## src/rtl/ddf_pkg.sv

```systemverilog
// ----------------------------------------------------------------------------
// ddf_pkg
// Shared types and constants for the decimal digit formatter.
// ----------------------------------------------------------------------------
`default_nettype none

package ddf_pkg;

    // character codes and radix
    localparam logic [7:0]  CODE_ZERO  = 8'd48;
    localparam logic [7:0]  CODE_SPACE = 8'd32;
    localparam logic [15:0] RADIX      = 16'd10;

    // divide by ten as multiply by reciprocal, exact for all 16-bit values
    localparam int          RECIP_SHIFT = 19;
    localparam logic [32:0] RECIP_TEN   = 33'd52429;

    // field widths
    localparam int VALUE_W = 16;
    localparam int CHAR_W  = 8;

    // one quotient bit per divider cycle
    localparam int DIV_STEPS = VALUE_W;
    localparam int CNT_W     = $clog2(DIV_STEPS);

    // controller to datapath commands
    typedef struct packed {
        logic load;        // take a new input item
        logic div_start;   // clear remainder, load dividend
        logic div_step;    // one restoring division step
        logic emit;        // load output register
        logic emit_digit;  // with emit: digit (1) or space (0)
        logic div_scale;   // divisor <= divisor / 10
    } cmd_t;

    // datapath to controller status
    typedef struct packed {
        logic need_digit;    // digit is printed at this place
        logic left_justify;  // suppressed places print a space
        logic out_free;      // output register can take an item
        logic div_last;      // this is the last place (divisor < 10)
    } status_t;

endpackage

`default_nettype wire

```

## src/rtl/ddf_datapath.sv

```systemverilog
// ----------------------------------------------------------------------------
// ddf_datapath
// Value, divisor and flag registers, restoring divider, divide-by-ten
// and the output register of the formatter.
// ----------------------------------------------------------------------------
`default_nettype none

module ddf_datapath (
    input  wire logic                               clk,
    input  wire logic                               rst_n,
    input  wire ddf_pkg::cmd_t                      cmd,
    output ddf_pkg::status_t                        status,
    input  wire logic [ddf_pkg::VALUE_W-1:0]        in_value,
    input  wire logic [ddf_pkg::VALUE_W-1:0]        in_divisor,
    input  wire logic                               in_leading_zero,
    input  wire logic                               in_left_justify,
    output logic                                    out_valid,
    input  wire logic                               out_ready,
    output logic [ddf_pkg::CHAR_W-1:0]              out_char_code,
    output logic                                    out_is_last
);

    logic [ddf_pkg::VALUE_W-1:0] val_reg;
    logic [ddf_pkg::VALUE_W-1:0] div_reg;
    logic                        lead_reg;
    logic                        ljust_reg;
    logic [ddf_pkg::VALUE_W-1:0] rem_reg;
    logic [ddf_pkg::VALUE_W-1:0] quo_reg;
    logic                        ovalid_reg;
    logic [ddf_pkg::CHAR_W-1:0]  char_reg;
    logic                        last_reg;

    logic [ddf_pkg::VALUE_W:0]   trial;
    logic                        trial_ge;
    logic [ddf_pkg::VALUE_W:0]   trial_diff;
    logic [32:0]                 prod;
    logic [ddf_pkg::VALUE_W-1:0] div_tenth;

    // restoring division step: shift in next dividend bit, try subtract
    assign trial      = {rem_reg, quo_reg[ddf_pkg::VALUE_W-1]};
    assign trial_ge   = trial >= {1'b0, div_reg};
    assign trial_diff = trial - {1'b0, div_reg};

    // divisor / 10 by reciprocal multiply
    assign prod      = {17'b0, div_reg} * ddf_pkg::RECIP_TEN;
    assign div_tenth = {2'b0, prod[32:ddf_pkg::RECIP_SHIFT]};

    // status toward controller
    always_comb
    begin
        status.need_digit   = lead_reg || (val_reg >= div_reg)
                              || (div_reg == {{(ddf_pkg::VALUE_W-1){1'b0}}, 1'b1});
        status.left_justify = ljust_reg;
        status.out_free     = !ovalid_reg || out_ready;
        status.div_last     = div_reg < ddf_pkg::RADIX;
    end

    // working registers
    always_ff @(posedge clk)
    begin
        if (cmd.load)
        begin
            val_reg   <= in_value;
            div_reg   <= (in_divisor == '0) ? {{(ddf_pkg::VALUE_W-1){1'b0}}, 1'b1}
                                            : in_divisor;
            lead_reg  <= in_leading_zero;
            ljust_reg <= in_left_justify;
        end
        if (cmd.div_start)
        begin
            rem_reg <= '0;
            quo_reg <= val_reg;
        end
        if (cmd.div_step)
        begin
            rem_reg <= trial_ge ? trial_diff[ddf_pkg::VALUE_W-1:0]
                                : trial[ddf_pkg::VALUE_W-1:0];
            quo_reg <= {quo_reg[ddf_pkg::VALUE_W-2:0], trial_ge};
        end
        if (cmd.emit && cmd.emit_digit)
        begin
            val_reg  <= rem_reg;
            lead_reg <= 1'b1;
        end
        if (cmd.div_scale)
        begin
            div_reg <= div_tenth;
        end
    end

    // output register payload
    always_ff @(posedge clk)
    begin
        if (cmd.emit)
        begin
            char_reg <= cmd.emit_digit ? ddf_pkg::CODE_ZERO + quo_reg[ddf_pkg::CHAR_W-1:0]
                                       : ddf_pkg::CODE_SPACE;
            // once a digit prints, every later place prints a digit too
            last_reg <= status.div_last;
        end
    end

    // output register valid
    always_ff @(posedge clk or negedge rst_n)
    begin
        if (!rst_n)
        begin
            ovalid_reg <= 1'b0;
        end
        else if (cmd.emit)
        begin
            ovalid_reg <= 1'b1;
        end
        else if (out_ready)
        begin
            ovalid_reg <= 1'b0;
        end
    end

    assign out_valid     = ovalid_reg;
    assign out_char_code = char_reg;
    assign out_is_last   = last_reg;

endmodule

`default_nettype wire

```

## src/rtl/ddf_ctrl.sv

```systemverilog
// ----------------------------------------------------------------------------
// ddf_ctrl
// Sequencer of the formatter: walks the places, runs the divider
// and hands characters to the output register.
// ----------------------------------------------------------------------------
`default_nettype none

module ddf_ctrl (
    input  wire logic              clk,
    input  wire logic              rst_n,
    input  wire logic              in_valid,
    output logic                   in_ready,
    input  wire ddf_pkg::status_t  status,
    output ddf_pkg::cmd_t          cmd
);

    typedef enum logic [2:0] {
        S_IDLE,
        S_DECIDE,
        S_DIV,
        S_EMIT,
        S_STEP
    } state_t;

    state_t                    state_reg, state_next;
    logic [ddf_pkg::CNT_W-1:0] cnt_reg, cnt_next;
    logic                      digit_reg, digit_next;

    // next state and commands
    always_comb
    begin
        state_next = state_reg;
        cnt_next   = cnt_reg;
        digit_next = digit_reg;
        cmd        = '0;
        in_ready   = 1'b0;
        case (state_reg)
            S_IDLE:
            begin
                in_ready = 1'b1;
                if (in_valid)
                begin
                    cmd.load   = 1'b1;
                    state_next = S_DECIDE;
                end
            end
            S_DECIDE:
            begin
                if (status.need_digit)
                begin
                    cmd.div_start = 1'b1;
                    cnt_next      = '0;
                    digit_next    = 1'b1;
                    state_next    = S_DIV;
                end
                else if (status.left_justify)
                begin
                    digit_next = 1'b0;
                    state_next = S_EMIT;
                end
                else
                begin
                    state_next = S_STEP;
                end
            end
            S_DIV:
            begin
                cmd.div_step = 1'b1;
                cnt_next     = cnt_reg + 1'b1;
                if (cnt_reg == ddf_pkg::CNT_W'(ddf_pkg::DIV_STEPS - 1))
                begin
                    state_next = S_EMIT;
                end
            end
            S_EMIT:
            begin
                if (status.out_free)
                begin
                    cmd.emit       = 1'b1;
                    cmd.emit_digit = digit_reg;
                    state_next     = S_STEP;
                end
            end
            S_STEP:
            begin
                cmd.div_scale = 1'b1;
                state_next    = status.div_last ? S_IDLE : S_DECIDE;
            end
            default:
            begin
                state_next = S_IDLE;
            end
        endcase
    end

    // state registers
    always_ff @(posedge clk or negedge rst_n)
    begin
        if (!rst_n)
        begin
            state_reg <= S_IDLE;
            cnt_reg   <= '0;
            digit_reg <= 1'b0;
        end
        else
        begin
            state_reg <= state_next;
            cnt_reg   <= cnt_next;
            digit_reg <= digit_next;
        end
    end

endmodule

`default_nettype wire

```

## src/rtl/decimal_digit_formatter.sv

```systemverilog
// ----------------------------------------------------------------------------
// decimal_digit_formatter
// Writes a 16-bit unsigned value as decimal character codes, one place
// per step from a given place value down to the units.
// ----------------------------------------------------------------------------
//
//  channel   dir  fields (low bit up)
//  s_axis    in   tdata: value[15:0] divisor[31:16] leading_zero[32]
//                        left_justify[33], zero pad [39:34]
//  m_axis    out  tdata: char_code[7:0]; tlast: is_last
//
//  One item at a time; 0 to 5 characters per item.
//  Each printed digit passes decide, the restoring divider, emit and
//  divide-by-ten, a space decide, emit and divide-by-ten, a silent place
//  decide and divide-by-ten; output stalls add to the time of an item.
//  The output register lets the block run ahead by one character;
//  an m_axis stall holds the sequencer in its emit state.
//  Reset clears the sequencer and the output valid; no clearing pass.
//
`default_nettype none

module decimal_digit_formatter (
    input  wire logic        clk,
    input  wire logic        rst_n,
    input  wire logic        s_axis_tvalid,
    output logic             s_axis_tready,
    input  wire logic [39:0] s_axis_tdata,   // value, divisor, leading_zero, left_justify
    output logic             m_axis_tvalid,
    input  wire logic        m_axis_tready,
    output logic [7:0]       m_axis_tdata,   // char_code
    output logic             m_axis_tlast    // is_last
);

    ddf_pkg::cmd_t    cmd;
    ddf_pkg::status_t status;

    // sequencer
    ddf_ctrl u_ctrl (
        .clk          (clk),
        .rst_n        (rst_n),
        .in_valid     (s_axis_tvalid),
        .in_ready     (s_axis_tready),
        .status       (status),
        .cmd          (cmd)
    );

    // datapath
    ddf_datapath u_datapath (
        .clk             (clk),
        .rst_n           (rst_n),
        .cmd             (cmd),
        .status          (status),
        .in_value        (s_axis_tdata[15:0]),
        .in_divisor      (s_axis_tdata[31:16]),
        .in_leading_zero (s_axis_tdata[32]),
        .in_left_justify (s_axis_tdata[33]),
        .out_valid       (m_axis_tvalid),
        .out_ready       (m_axis_tready),
        .out_char_code   (m_axis_tdata),
        .out_is_last     (m_axis_tlast)
    );

    // an emit never overwrites a character still waiting
    assert property (@(posedge clk) disable iff (!rst_n)
        cmd.emit |-> status.out_free)
        else $error("emit into occupied output register");

    // datapath commands are mutually exclusive
    assert property (@(posedge clk) disable iff (!rst_n)
        $onehot0({cmd.load, cmd.div_start, cmd.div_step, cmd.emit, cmd.div_scale}))
        else $error("overlapping datapath commands");

    // an accepted item closes the input until its places are done
    assert property (@(posedge clk) disable iff (!rst_n)
        (s_axis_tvalid && s_axis_tready) |=> !s_axis_tready)
        else $error("input reopened right after accept");

endmodule

`default_nettype wire
```

## config.mk

```make
export PLATFORM = sky130hd
export DESIGN_NAME = decimal_digit_formatter
export DESIGN_NICKNAME = d
export VERILOG_FILES = /design/src/rtl/ddf_pkg.sv /design/src/rtl/ddf_datapath.sv /design/src/rtl/ddf_ctrl.sv /design/src/rtl/decimal_digit_formatter.sv
export SDC_FILE = /design/constraint.sdc
export NUM_CORES = 1
export LEC_CHECK = 0
export BUFFER_PORTS_ARGS = -buffer_cell sky130_fd_sc_hd__buf_2
export CAP_MARGIN = 20
export CORE_ASPECT_RATIO = 2
export CORE_UTILIZATION = 50
export DETAILED_ROUTE_END_ITERATION = 6
export GPL_TIMING_DRIVEN = 0
export PLACE_DENSITY = 0.77
export SYNTH_ARGS = -nofsm -noshare
export SYNTH_HDL_FRONTEND = slang
export SYNTH_HIERARCHICAL = 1
export SYNTH_SLANG_ARGS = --single-unit
```

## constraint.sdc

```tcl
create_clock -name clk -period 8.1 [get_ports clk]
set_clock_uncertainty 0.2 [all_clocks]
set_input_delay 1.62 -clock clk [delete_from_list [all_inputs] [get_ports clk]]
set_output_delay 1.62 -clock clk [all_outputs]
set_load 0.1 [all_outputs]
```

==> results of run 1 <==
[metrics by stage]
step                      hold WS [ns]  setup slack (ns)  area (um^2)
final                            0.291              1.12        10500
after global placement           0.256              1.34        10100
after floorplan                  0.241              2.26         9590
after global routing             0.309             0.926        10500
after detailed placement         0.279              1.30        10100
after CTS                        0.294              1.22        10500
[cell type report]
cell class	instances	area, um^2
fillers	1672	8360
well taps	255	319
inverters	208	781
repair buffers	48	240
multi-input cells	631	6300
clock buffers	9	225
flip-flops and latches	84	2440
clock inverters	7	103
plain buffers	15	75.1
[synthesized netlist by cell type (all sizes together) (4+ instances only)]
cell type	n
inv	208
ha	176
fa	80
edfxtp	71
nor2	40
a21oi	36
nand2	35
mux2	34
o21ai	24
nor3	19
xnor2	18
nand3	17
mux2i	14
a211oi	13
a21o	13
and2	10
xor2	10
dfrtp	9
nor2b	9
buf	8
nand2b	8
o211ai	8
clkbuf	7
o21a	6
o31ai	6
and3	5
or2	5
dfxtp	4
nand4	4
or3	4
[worst max path at each step]
stage / to / cells after the start / startpoint
2_1_floorplan: u_datapath/div_reg[12] / 20 / u_datapath/div_reg[10]
3_3_place_gp: u_datapath/div_reg[11] / 20 / u_datapath/div_reg[3]
3_5_place_dp: u_datapath/div_reg[11] / 20 / u_datapath/div_reg[3]
4_1_cts: u_datapath/div_reg[11] / 20 / u_datapath/div_reg[3]
5_1_grt: u_datapath/div_reg[11] / 20 / u_datapath/div_reg[3]
6_report: u_datapath/div_reg[11] / 20 / u_datapath/div_reg[3]
[cell families (layout without fill, tap and decap cells)]
| kind of cell | count (synthesis) | after routing |
|---|---|---|
| and+or+nand+nor | 169 | 169 |
| buffers and inverters | 223 | 287 |
| adders and majority gates | 256 | 256 |
| DFF | 84 | 84 |
| AOI/OAI and AO/OA | 130 | 130 |
| xor gates and xnor gates | 28 | 28 |
| muxes | 48 | 48 |
[layer usage]
layer / share of wire, % / track usage (%)
met1: 32 / 22.3
met2: 56 / 49.4
met3: 2.8 / 3.39
met4: 9.9 / 21.8
met5: 0 / 0
==> results by group, run 1 <==
Min path
  • Worst Hold Path EP: u_ctrl/digit_reg
  • Hold depth: 1
  • Worst Min Path Start: u_ctrl/digit_reg
  • HP Class: reg2reg

Clock network
  • Total CTS buffers: 9
  • Clk Latency, worst-skew pair: 0.35 ns
  • H-tree depth: 3
  • CTS root buf: clkbuf_16
  • Post-cts resize count: 0
  • Clk buf depth: 2
  • Setup bufs post-CTS: 0
  • Hold buffers post-CTS: 0
  • Clock sinks: 84
  • CTS tree: done
  • Worst-path clk slew: 0.07 ns

Synthesis
  • Count of flip-flops with a built-in enable after synthesis: between 70 and 80
  • Warnings, synthesis: 6
  • Synth area leaders: ha_1 (23%), edfxtp_1 (22%), fa_1 (17%)
  • Largest area contributor in the netlist: ha_1
  • XOR/XNOR share of the synthesized area: 2.56%
  • Synth Area in Compound Gates: 9.15%
  • Netlist Area Pre-Place: between 9000 and 10000 um^2
  • Synth Area per Inst: 10.2 um^2
  • Post-Synth Adder-Cell Area: 39.7%
  • Post-synth net total: 1238
  • #FFs+latches synth: 84
  • Multiplexer share of the synthesized area: between 5 and 6%
  • Simple-gate share of the synthesized area: a little under 9%
  • Largest family of logic cells by synthesized area: adder cells
  • Syn Inst Count: 938
  • Distinct cells, synth: 60
  • Synth top area share: 23.0%
  • Post-synth top flop: edfxtp_1
  • Fraction of registers with async set/reset: 10.7%
  • Sequential share of the synthesized area: between 20% and 30%

Floorplan
  • Die width: 99.9 um
  • Starting Density: 50.9%
  • I/O pin count: 55
  • Core footprint: 18800 um^2
  • Die area: 19800 um^2
  • Die Y: approximately 200 um
  • Placement Rows: 71

Global routing
  • GRT overflow: 0
  • Largest net degree at the start of global routing: 33
  • Initial antenna violation count: 0
  • Via count of the first global-routing pass: 7622
  • First-pass GRT wire length: 37.6 mm
  • GRT Overall Usage: 25.5%

Finish
  • Fin util: 55.6%
  • Most frequent cells in the layout: inv_1 (208), ha_1 (176), fa_1 (80)
  • Layout net count: 1297
  • Non-Filler Instances: 1257
  • Antenna cells: 0
  • Layout area overhead: 9.25%
  • Share of layout cells above drive strength 1: 11.5%
  • Commonest non-fill, non-tap cell in the layout: inv_1

Timing
  • Tmin final: 6.98 ns
  • Slew Limit Fails: 0
  • Setup TNS: 0 ns
  • Period utilization: 86.1%
  • Relative slew slack: about 43%
  • RSZ-0062 raised after global routing: false
  • Setup-failing EPs final: 0
  • Worst-Margin Slew: around 0.86 ns
  • Hold Vio Cnt, Final: 0
  • Max Freq: 143 MHz

Drt
  • Vias per inst: 5.56
  • DR DRC count: 0
  • Antenna-violating nets left: 0
  • Iter 0 DRT Violations: 265
  • Routed WL: 23.6 mm
  • Drt wl/cell: 18.8 um
  • Drt first pass iters: 4
  • Via Count: 6984

Placement
  • GPL Wtd Cong: around 1.0
  • IO buf count: 48
  • Placed cell count: 1241
  • Detailed placement HPWL: 20.1 mm

Critical path
  • Max incr delay on CP: 0.58 ns
  • Critical Path, Cell by Cell: inv_1 > ha_1 > inv_1 > fa_1 > inv_1 > fa_1 > fa_1 > fa_1 > inv_1 > fa_1 > inv_1 > ha_1 > nand4_1 > a211oi_1 > o21a_1 > a21o_1 > o221ai_4 > a21oi_1 > a311oi_1 > o41ai_1
  • CP max-delay cell: fa_1
  • Critical path class: reg2reg
  • Delay-heaviest family, CP: adder cells
  • FF-to-FF setup slack: 1.12 ns
  • CP Capture Type: flop
  • Startpoint Class: flop
  • Worst-path fanout max: 7
  • CP bufs+invs: 5
  • Req. time, crit path: 8.05 ns
  • R2R depth: 20
  • Crit path DAT: 6.92 ns
  • Capture point of the worst reg-to-reg path: u_datapath/div_reg[11]
  • R2R Path Start: u_datapath/div_reg[3]

Run status
  • Status: complete, no violations

Run
  • Max_cap viols: 0
Power of run 1 is not shown: default switching activity piles up to over one toggle a cycle in this logic, so the estimate is an artifact.
==> run 2, diff against run 1 <==
Settings changed: ABC_AREA from default to 1.
==> run 2 against run 1 <==
Net effect:
- core utilization shrank 0.22 points
- worst hold slack lost 0.0028 ns
- via count grew 26%
- wire length grew 25%
- setup slack gained 0.86 ns
- count of clock-buffer cells in the layout is the same
- fmax grew 14%
- area after synthesis grew 9.2%
- register-to-register slack gained 0.86 ns
- critical path depth grew 1
- sequential share of layout area shrank 1.8 points
==> results by group, run 2 <==
Critical path
  • Critical path class: reg2reg
  • Max incr delay on CP: 0.58 ns (about the same)
  • R2R depth: 21 (+5.0%)
  • Req. time, crit path: 8.01 ns (-0.04 ns)
  • Cell mode on critical path: inv_1
  • Startpoint Class: flop
  • FF-to-FF setup slack: 1.98 ns (+0.86 ns)
  • CP max-delay cell: edfxtp_1
  • Crit path DAT: 6.02 ns (-0.90 ns)
  • R2R Path Start: u_datapath/div_reg[7]
  • Critical Path, Cell by Cell: inv_1 > ha_1 > inv_1 > fa_1 > inv_1 > fa_1 > fa_1 > fa_1 > inv_1 > fa_1 > inv_1 > ha_1 > nand2_1 > nor2_1 > inv_1 > nor3_1 > nand3_1 > nand3_1 > nand2_1 > nand2_1 > o21ai_0
  • CP Capture Type: flop
  • Capture point of the worst reg-to-reg path: u_datapath/div_reg[4]
  • Worst-path fanout max: 6 (-1)

Synthesis
  • Synth Area per Inst: 8.19 um^2 (-20%)
  • Largest area contributor in the netlist: ha_1
  • Largest family of logic cells by synthesized area: adder cells
  • Synth Area in Compound Gates: 6.41% (-2.7 points)
  • Synth top area share: 21.0% (-1.9 points)
  • #FFs+latches synth: 84 (unchanged)
  • Netlist Area Pre-Place: 10500 um^2 (+9.2%)
  • Simple-gate share of the synthesized area: 19.8% (+11 points)
  • Post-Synth Adder-Cell Area: 36.3% (-3.3 points)
  • Post-synth top flop: edfxtp_1
  • Multiplexer share of the synthesized area: 1.61% (-3.8 points)
  • XOR/XNOR share of the synthesized area: 1.51% (-1.1 points)
  • Fraction of registers with async set/reset: 10.7% (unchanged)
  • Sequential share of the synthesized area: 23.3% (-2.1 points)
  • Count leader, synth: nand2_1
  • Post-synth top cells: nand2_1 (287), inv_1 (284), ha_1 (176)
  • Synth area leaders: ha_1 (21%), edfxtp_1 (20%), fa_1 (15%)
  • Syn Inst Count: 1279 (+36%)
  • Post-synth net total: 1579 (+28%)
  • Count of flip-flops with a built-in enable after synthesis: 71 (unchanged)
  • Warnings, synthesis: 6 (unchanged)
  • Distinct cells, synth: 44 (-27%)

Finish
  • Most frequent cells in the layout: nand2_1 (287), inv_1 (284), ha_1 (176)
  • Share of layout cells above drive strength 1: 7.97% (-3.5 points)
  • Commonest non-fill, non-tap cell in the layout: nand2_1
  • Antenna cells: 0 (unchanged)
  • Layout area overhead: 8.32%
  • Fillers: 1977 (+18%)
  • Layout net count: 1638 (+26%)

Clock network
  • Hold buffers post-CTS: 0 (unchanged)
  • H-tree depth: 3 (unchanged)
  • Post-cts resize count: 0 (unchanged)
  • Total CTS buffers: 9 (unchanged)
  • Clk buf depth: 2 (unchanged)
  • Worst-path clk slew: 0.06 ns (about the same)
  • CTS tree: done
  • CTS root buf: clkbuf_16
  • Clock sinks: 84 (unchanged)
  • Setup bufs post-CTS: 0 (unchanged)
  • Clk Latency, worst-skew pair: 0.36 ns (about the same)

Timing
  • Worst-Margin Slew: 0.940 ns (+0.0785 ns)
  • Hold Vio Cnt, Final: 0 (unchanged)
  • RSZ-0062 raised after global routing: false
  • Tmin final: 6.12 ns (-0.858 ns)
  • Period utilization: 75.5% (-11 points)
  • Max Freq: 163 MHz (+14%)
  • Setup-failing EPs final: 0 (unchanged)
  • Slew Limit Fails: 0 (unchanged)
  • Setup TNS: 0 ns (unchanged)
  • Relative slew slack: 36.8% (-5.7 points)

Drt
  • Antenna-violating nets left: 0 (unchanged)
  • Drt wl/cell: 18.4 um (-2.0%)
  • Iter 0 DRT Violations: 318 (+20%)
  • Drt first pass iters: 7 (+3)
  • Vias per inst: 5.46 (-1.8%)
  • Routed WL: 29.6 mm (+25%)
  • Via Count: 8780 (+26%)
  • DR DRC count: 0 (unchanged)

Floorplan
  • I/O pin count: 55 (unchanged)
  • Die width: 104 um (+4.4%)
  • Die area: 21600 um^2 (+9.0%)
  • Placement Rows: 74 (+4.2%)
  • Die Y: 207 um (+4.4%)
  • Starting Density: 51.2% (+0.24 points)
  • Core footprint: 20500 um^2 (+8.6%)

Min path
  • Worst Min Path Start: u_datapath/out_valid
  • Hold depth: 2 (+1)
  • Worst Hold Path EP: u_datapath/out_valid
  • HP Class: reg2reg

Global routing
  • Via count of the first global-routing pass: 9445 (+24%)
  • GRT overflow: 0 (unchanged)
  • Initial antenna violation count: 0 (unchanged)
  • GRT Overall Usage: 29.1% (+3.6 points)
  • Largest net degree at the start of global routing: 33 (unchanged)
  • First-pass GRT wire length: 46.6 mm (+24%)

Placement
  • Detailed placement HPWL: 25.9 mm (+29%)
  • GPL Wtd Cong: 0.969 (-6.8%)
  • IO buf count: 48 (unchanged)

Run status
  • Status: complete, no violations

Run
  • Max_cap viols: 0 (unchanged)
-- run 2: cell count changes after synthesis, moves of 13 or more --
cell / change
nand3_1: +51
inv_1: +76
nand4_1: +21
nor2_1: +24
xnor2_1: -13
mux2_2: -19
nand2_1: +252
a21oi_1: +18
o21ai_0: +13
mux2i_1: -14
-- run 2: per-layer routing --
layer	GRT usage, %	vias to the layer above	share of wire [%]	wire [um]
li1	-	4222	-	-
met1	23.1	4130	30	8930
met2	57.8	279	56	16500
met3	3.86	149	3.0	879
met4	30.0	0	11	3300
met5	0	-	0	0
-- run 2: worst max path at each step --
stage                                startpoint               endpoint  slack (ns)  cells past startpoint
after global placement    u_datapath/div_reg[7]  u_datapath/div_reg[4]        2.09                     21
after CTS                 u_datapath/div_reg[7]  u_datapath/div_reg[4]        2.03                     21
after floorplan           u_datapath/div_reg[4]  u_datapath/div_reg[6]        2.86                     22
after global routing      u_datapath/div_reg[5]  u_datapath/div_reg[9]        1.72                     21
final                     u_datapath/div_reg[7]  u_datapath/div_reg[4]        1.98                     21
after detailed placement  u_datapath/div_reg[7]  u_datapath/div_reg[4]        2.06                     21
-- run 2: critical path: cells and delay by family (launching register included) --
family,cells,cell delay [ns]
buf+inv,6,0.57
simple gates,7,1.02
compound gates,1,0.07
fa+ha+maj,7,3.40
flops,1,0.58
-- run 2: final cells by class --
| type | instances | area (um^2) | share of cell area, % |
|---|---|---|---|
| multi-input cells | 892 | 6880 | 60.6 |
| flip-flops and latches | 84 | 2440 | 21.5 |
| inverters | 289 | 1080 | 9.57 |
| well taps | 266 | 333 | 2.94 |
| repair buffers | 48 | 240 | 2.12 |
| clock buffers | 9 | 225 | 1.99 |
| clock inverters | 7 | 72.6 | 0.640 |
| plain buffers | 14 | 71.3 | 0.629 |
-- run 2: kinds of logic (layout without fill, tap and decap cells) --
kind of cell / count (synthesis) / after routing
mux: 15 / 15
simple gates: 484 / 484
flops: 84 / 84
compound gates: 119 / 119
xor+xnor: 18 / 18
buf+inv: 303 / 367
fa+ha+maj: 256 / 256
-- run 2: metrics by stage --
step	instances	utilization (%)	hold WS [ns]	setup slack (ns)	cell area, um^2
2_1_floorplan	1279	-	0.256	2.86	10500
3_5_place_dp	1593	54.0	0.286	2.06	11000
5_1_grt	1609	55.4	0.336	1.72	11300
4_1_cts	1609	55.4	0.301	2.03	11300
6_report	1609	55.4	0.289	1.98	11300
3_3_place_gp	1593	54.0	0.277	2.09	11000
Power of run 2 is left out for the same reason.
==> run 3, diff against run 2 <==
Clock period 8.1 ns to 6.1 ns, I/O delays scaled along.
==> run 3 against run 2 <==
Net effect:
- critical endpoint is now u_datapath/div_reg[10]
- sequential share of layout area decreased by 0.32 points
- count of clock-buffer cells in the layout unchanged
- die area unchanged
- worst hold slack about the same
- critical path depth decreased by 2
- critical path type unchanged
==> results by group, run 3 (same netlist as run 2, synthesis figures left out) <==
Floorplan
  • I/O pin count: 55 (unchanged)
  • Core footprint: 20500 um^2 (unchanged)
  • Placement Rows: 74 (unchanged)
  • Die width: 104 um (unchanged)
  • Die area: 21600 um^2 (unchanged)
  • Starting Density: 51.2% (unchanged)
  • Die Y: 207 um (unchanged)

Finish
  • Layout net count: 1654 (+0.98%)
  • Commonest non-fill, non-tap cell in the layout: nand2_1
  • Fillers: 1956 (-1.1%)
  • Antenna cells: 0 (unchanged)
  • Fin util: 56.3% (+0.84 points)
  • Layout area overhead: 9.96%
  • Share of layout cells above drive strength 1: 9.71% (+1.7 points)
  • Multi-input logic area: 6920 um^2 (+0.69%)
  • Register Area: 2440 um^2 (unchanged)
  • Most frequent cells in the layout: nand2_1 (286), inv_1 (283), ha_1 (175)

Timing
  • Tmin final: 5.94 ns (-0.177 ns)
  • Hold slack: 0.289 ns (-0.00000300 ns)
  • Max Freq: 168 MHz (+3.0%)
  • Setup-failing EPs final: 0 (unchanged)
  • Slew Limit Fails: 0 (unchanged)
  • Period utilization: 97.4% (+22 points)
  • Hold Vio Cnt, Final: 0 (unchanged)
  • Worst-Margin Slew: 0.937 ns (-0.00312 ns)
  • RSZ-0062 raised after global routing: true
  • Relative slew slack: 37.0% (+0.21 points)

Clock network
  • CTS tree: done
  • Total CTS buffers: 9 (unchanged)
  • Clk buf depth: 2 (unchanged)
  • Clk Latency, worst-skew pair: 0.36 ns (about the same)
  • Clock sinks: 84 (unchanged)
  • Worst-path clk slew: 0.06 ns (about the same)
  • Hold buffers post-CTS: 0 (unchanged)
  • CTS root buf: clkbuf_16
  • H-tree depth: 3 (unchanged)

Min path
  • Worst Hold Path EP: u_datapath/out_valid
  • HP Class: reg2reg
  • Hold depth: 2 (unchanged)
  • Worst Min Path Start: u_datapath/out_valid

Critical path
  • CP Capture Type: flop
  • Crit path DAT: 5.85 ns (-0.17 ns)
  • Worst-path fanout max: 6 (unchanged)
  • Critical path class: reg2reg
  • Capture point of the worst reg-to-reg path: u_datapath/div_reg[10]
  • R2R Path Start: u_datapath/div_reg[6]
  • FF-to-FF setup slack: 0.16 ns (-1.82 ns)
  • R2R depth: 19 (-9.5%)
  • CP startpoint: u_datapath/div_reg[6]
  • Req. time, crit path: 6.01 ns (-2.00 ns)
  • Startpoint Class: flop

Placement
  • IO buf count: 48 (unchanged)
  • GPL Wtd Cong: 0.969 (unchanged)
  • Detailed placement HPWL: 25.9 mm (unchanged)

Drt
  • Antenna-violating nets left: 0 (unchanged)
  • Routed WL: 29.9 mm (+0.95%)
  • Vias per inst: 5.44 (-0.25%)
  • Via Count: 8845 (+0.74%)
  • DR DRC count: 0 (unchanged)
  • Iter 0 DRT Violations: 384 (+21%)
  • Drt first pass iters: 7 (unchanged)
  • Drt wl/cell: 18.4 um (about the same)

Global routing
  • GR Layer Usage met1: 23.1% (unchanged)
  • Initial antenna violation count: 0 (unchanged)
  • GRT Overall Usage: 29.1% (unchanged)
  • First-pass GRT wire length: 46.6 mm (unchanged)
  • GR peak layer: met2
  • Met2 GRT Util: 57.8% (unchanged)
  • Largest net degree at the start of global routing: 33 (unchanged)
  • Via count of the first global-routing pass: 9445 (unchanged)
  • GRT overflow: 0 (unchanged)
  • Met3 usage in global routing: 3.86% (unchanged)

Run
  • Max_cap viols: 0 (unchanged)

Run status
  • Status: complete, no violations
[run 3: cell count changes in the layout (fill, tap and decap cells not counted), moves of 2 or more]
cell and change:
a21oi_2 +2, buf_4 +16, nor3_1 -2, a21oi_1 -2
[run 3: area by class of cell]
| cell class | instances | area share, % |
|---|---|---|
| Buffer | 14 | 0.620 |
| Clock buffer | 9 | 1.96 |
| Clock inverter | 7 | 0.630 |
| Inverter | 289 | 9.46 |
| Multi-Input combinational cell | 892 | 60.1 |
| Sequential cell | 84 | 21.2 |
| Tap cell | 266 | 2.89 |
| Timing Repair Buffer | 64 | 3.13 |
[run 3: worst max-delay path by stage]
stage,endpoint,slack (ns),depth (start not counted)
2_1_floorplan,u_datapath/div_reg[6],0.86,22
3_3_place_gp,u_datapath/div_reg[4],0.09,21
3_5_place_dp,u_datapath/div_reg[4],0.06,21
4_1_cts,u_datapath/div_reg[4],0.03,21
5_1_grt,u_datapath/div_reg[12],-0.09,21
6_report,u_datapath/div_reg[10],0.16,19
[run 3: critical path: stages, from the launching register on]
cell and delay (ns):
edfxtp_1 0.56, inv_1 0.17, ha_1 0.37, inv_1 0.17, fa_1 0.49, fa_1 0.54, fa_1 0.54, inv_1 0.05
fa_1 0.50, ha_1 0.36, ha_1 0.42, nand2_1 0.20, nor2_1 0.29, nand2_1 0.16, nor3b_1 0.20, nand2_1 0.16
nand2_1 0.11, nand2_1 0.05, nand3_1 0.06, nand2_1 0.07
[run 3: stage by stage]
step / area [um^2] / std cells / setup slack [ns] / TNS (ns)
after CTS: 11300 / 1609 / 0.0276 / 0
after detailed placement: 11000 / 1593 / 0.0634 / 0
after global routing: 11500 / 1625 / -0.0941 / -0.148
after global placement: 11000 / 1593 / 0.0925 / 0
final: 11500 / 1625 / 0.160 / 0
after floorplan: 10500 / 1279 / 0.858 / 0
[run 3: per-layer routing]
metal  share of wire, %  up-vias
li1                   -     4251
met1                 30     4145
met2                 56      286
met3                2.8      163
met4                 11        0
met5                  0        -
[run 3: timing repair]
item,CTS,global route
endpoints found under the setup margin,0,13
gates resized for setup,0,12
buffers inserted,0,16
Power of run 3 is left out for the same reason.
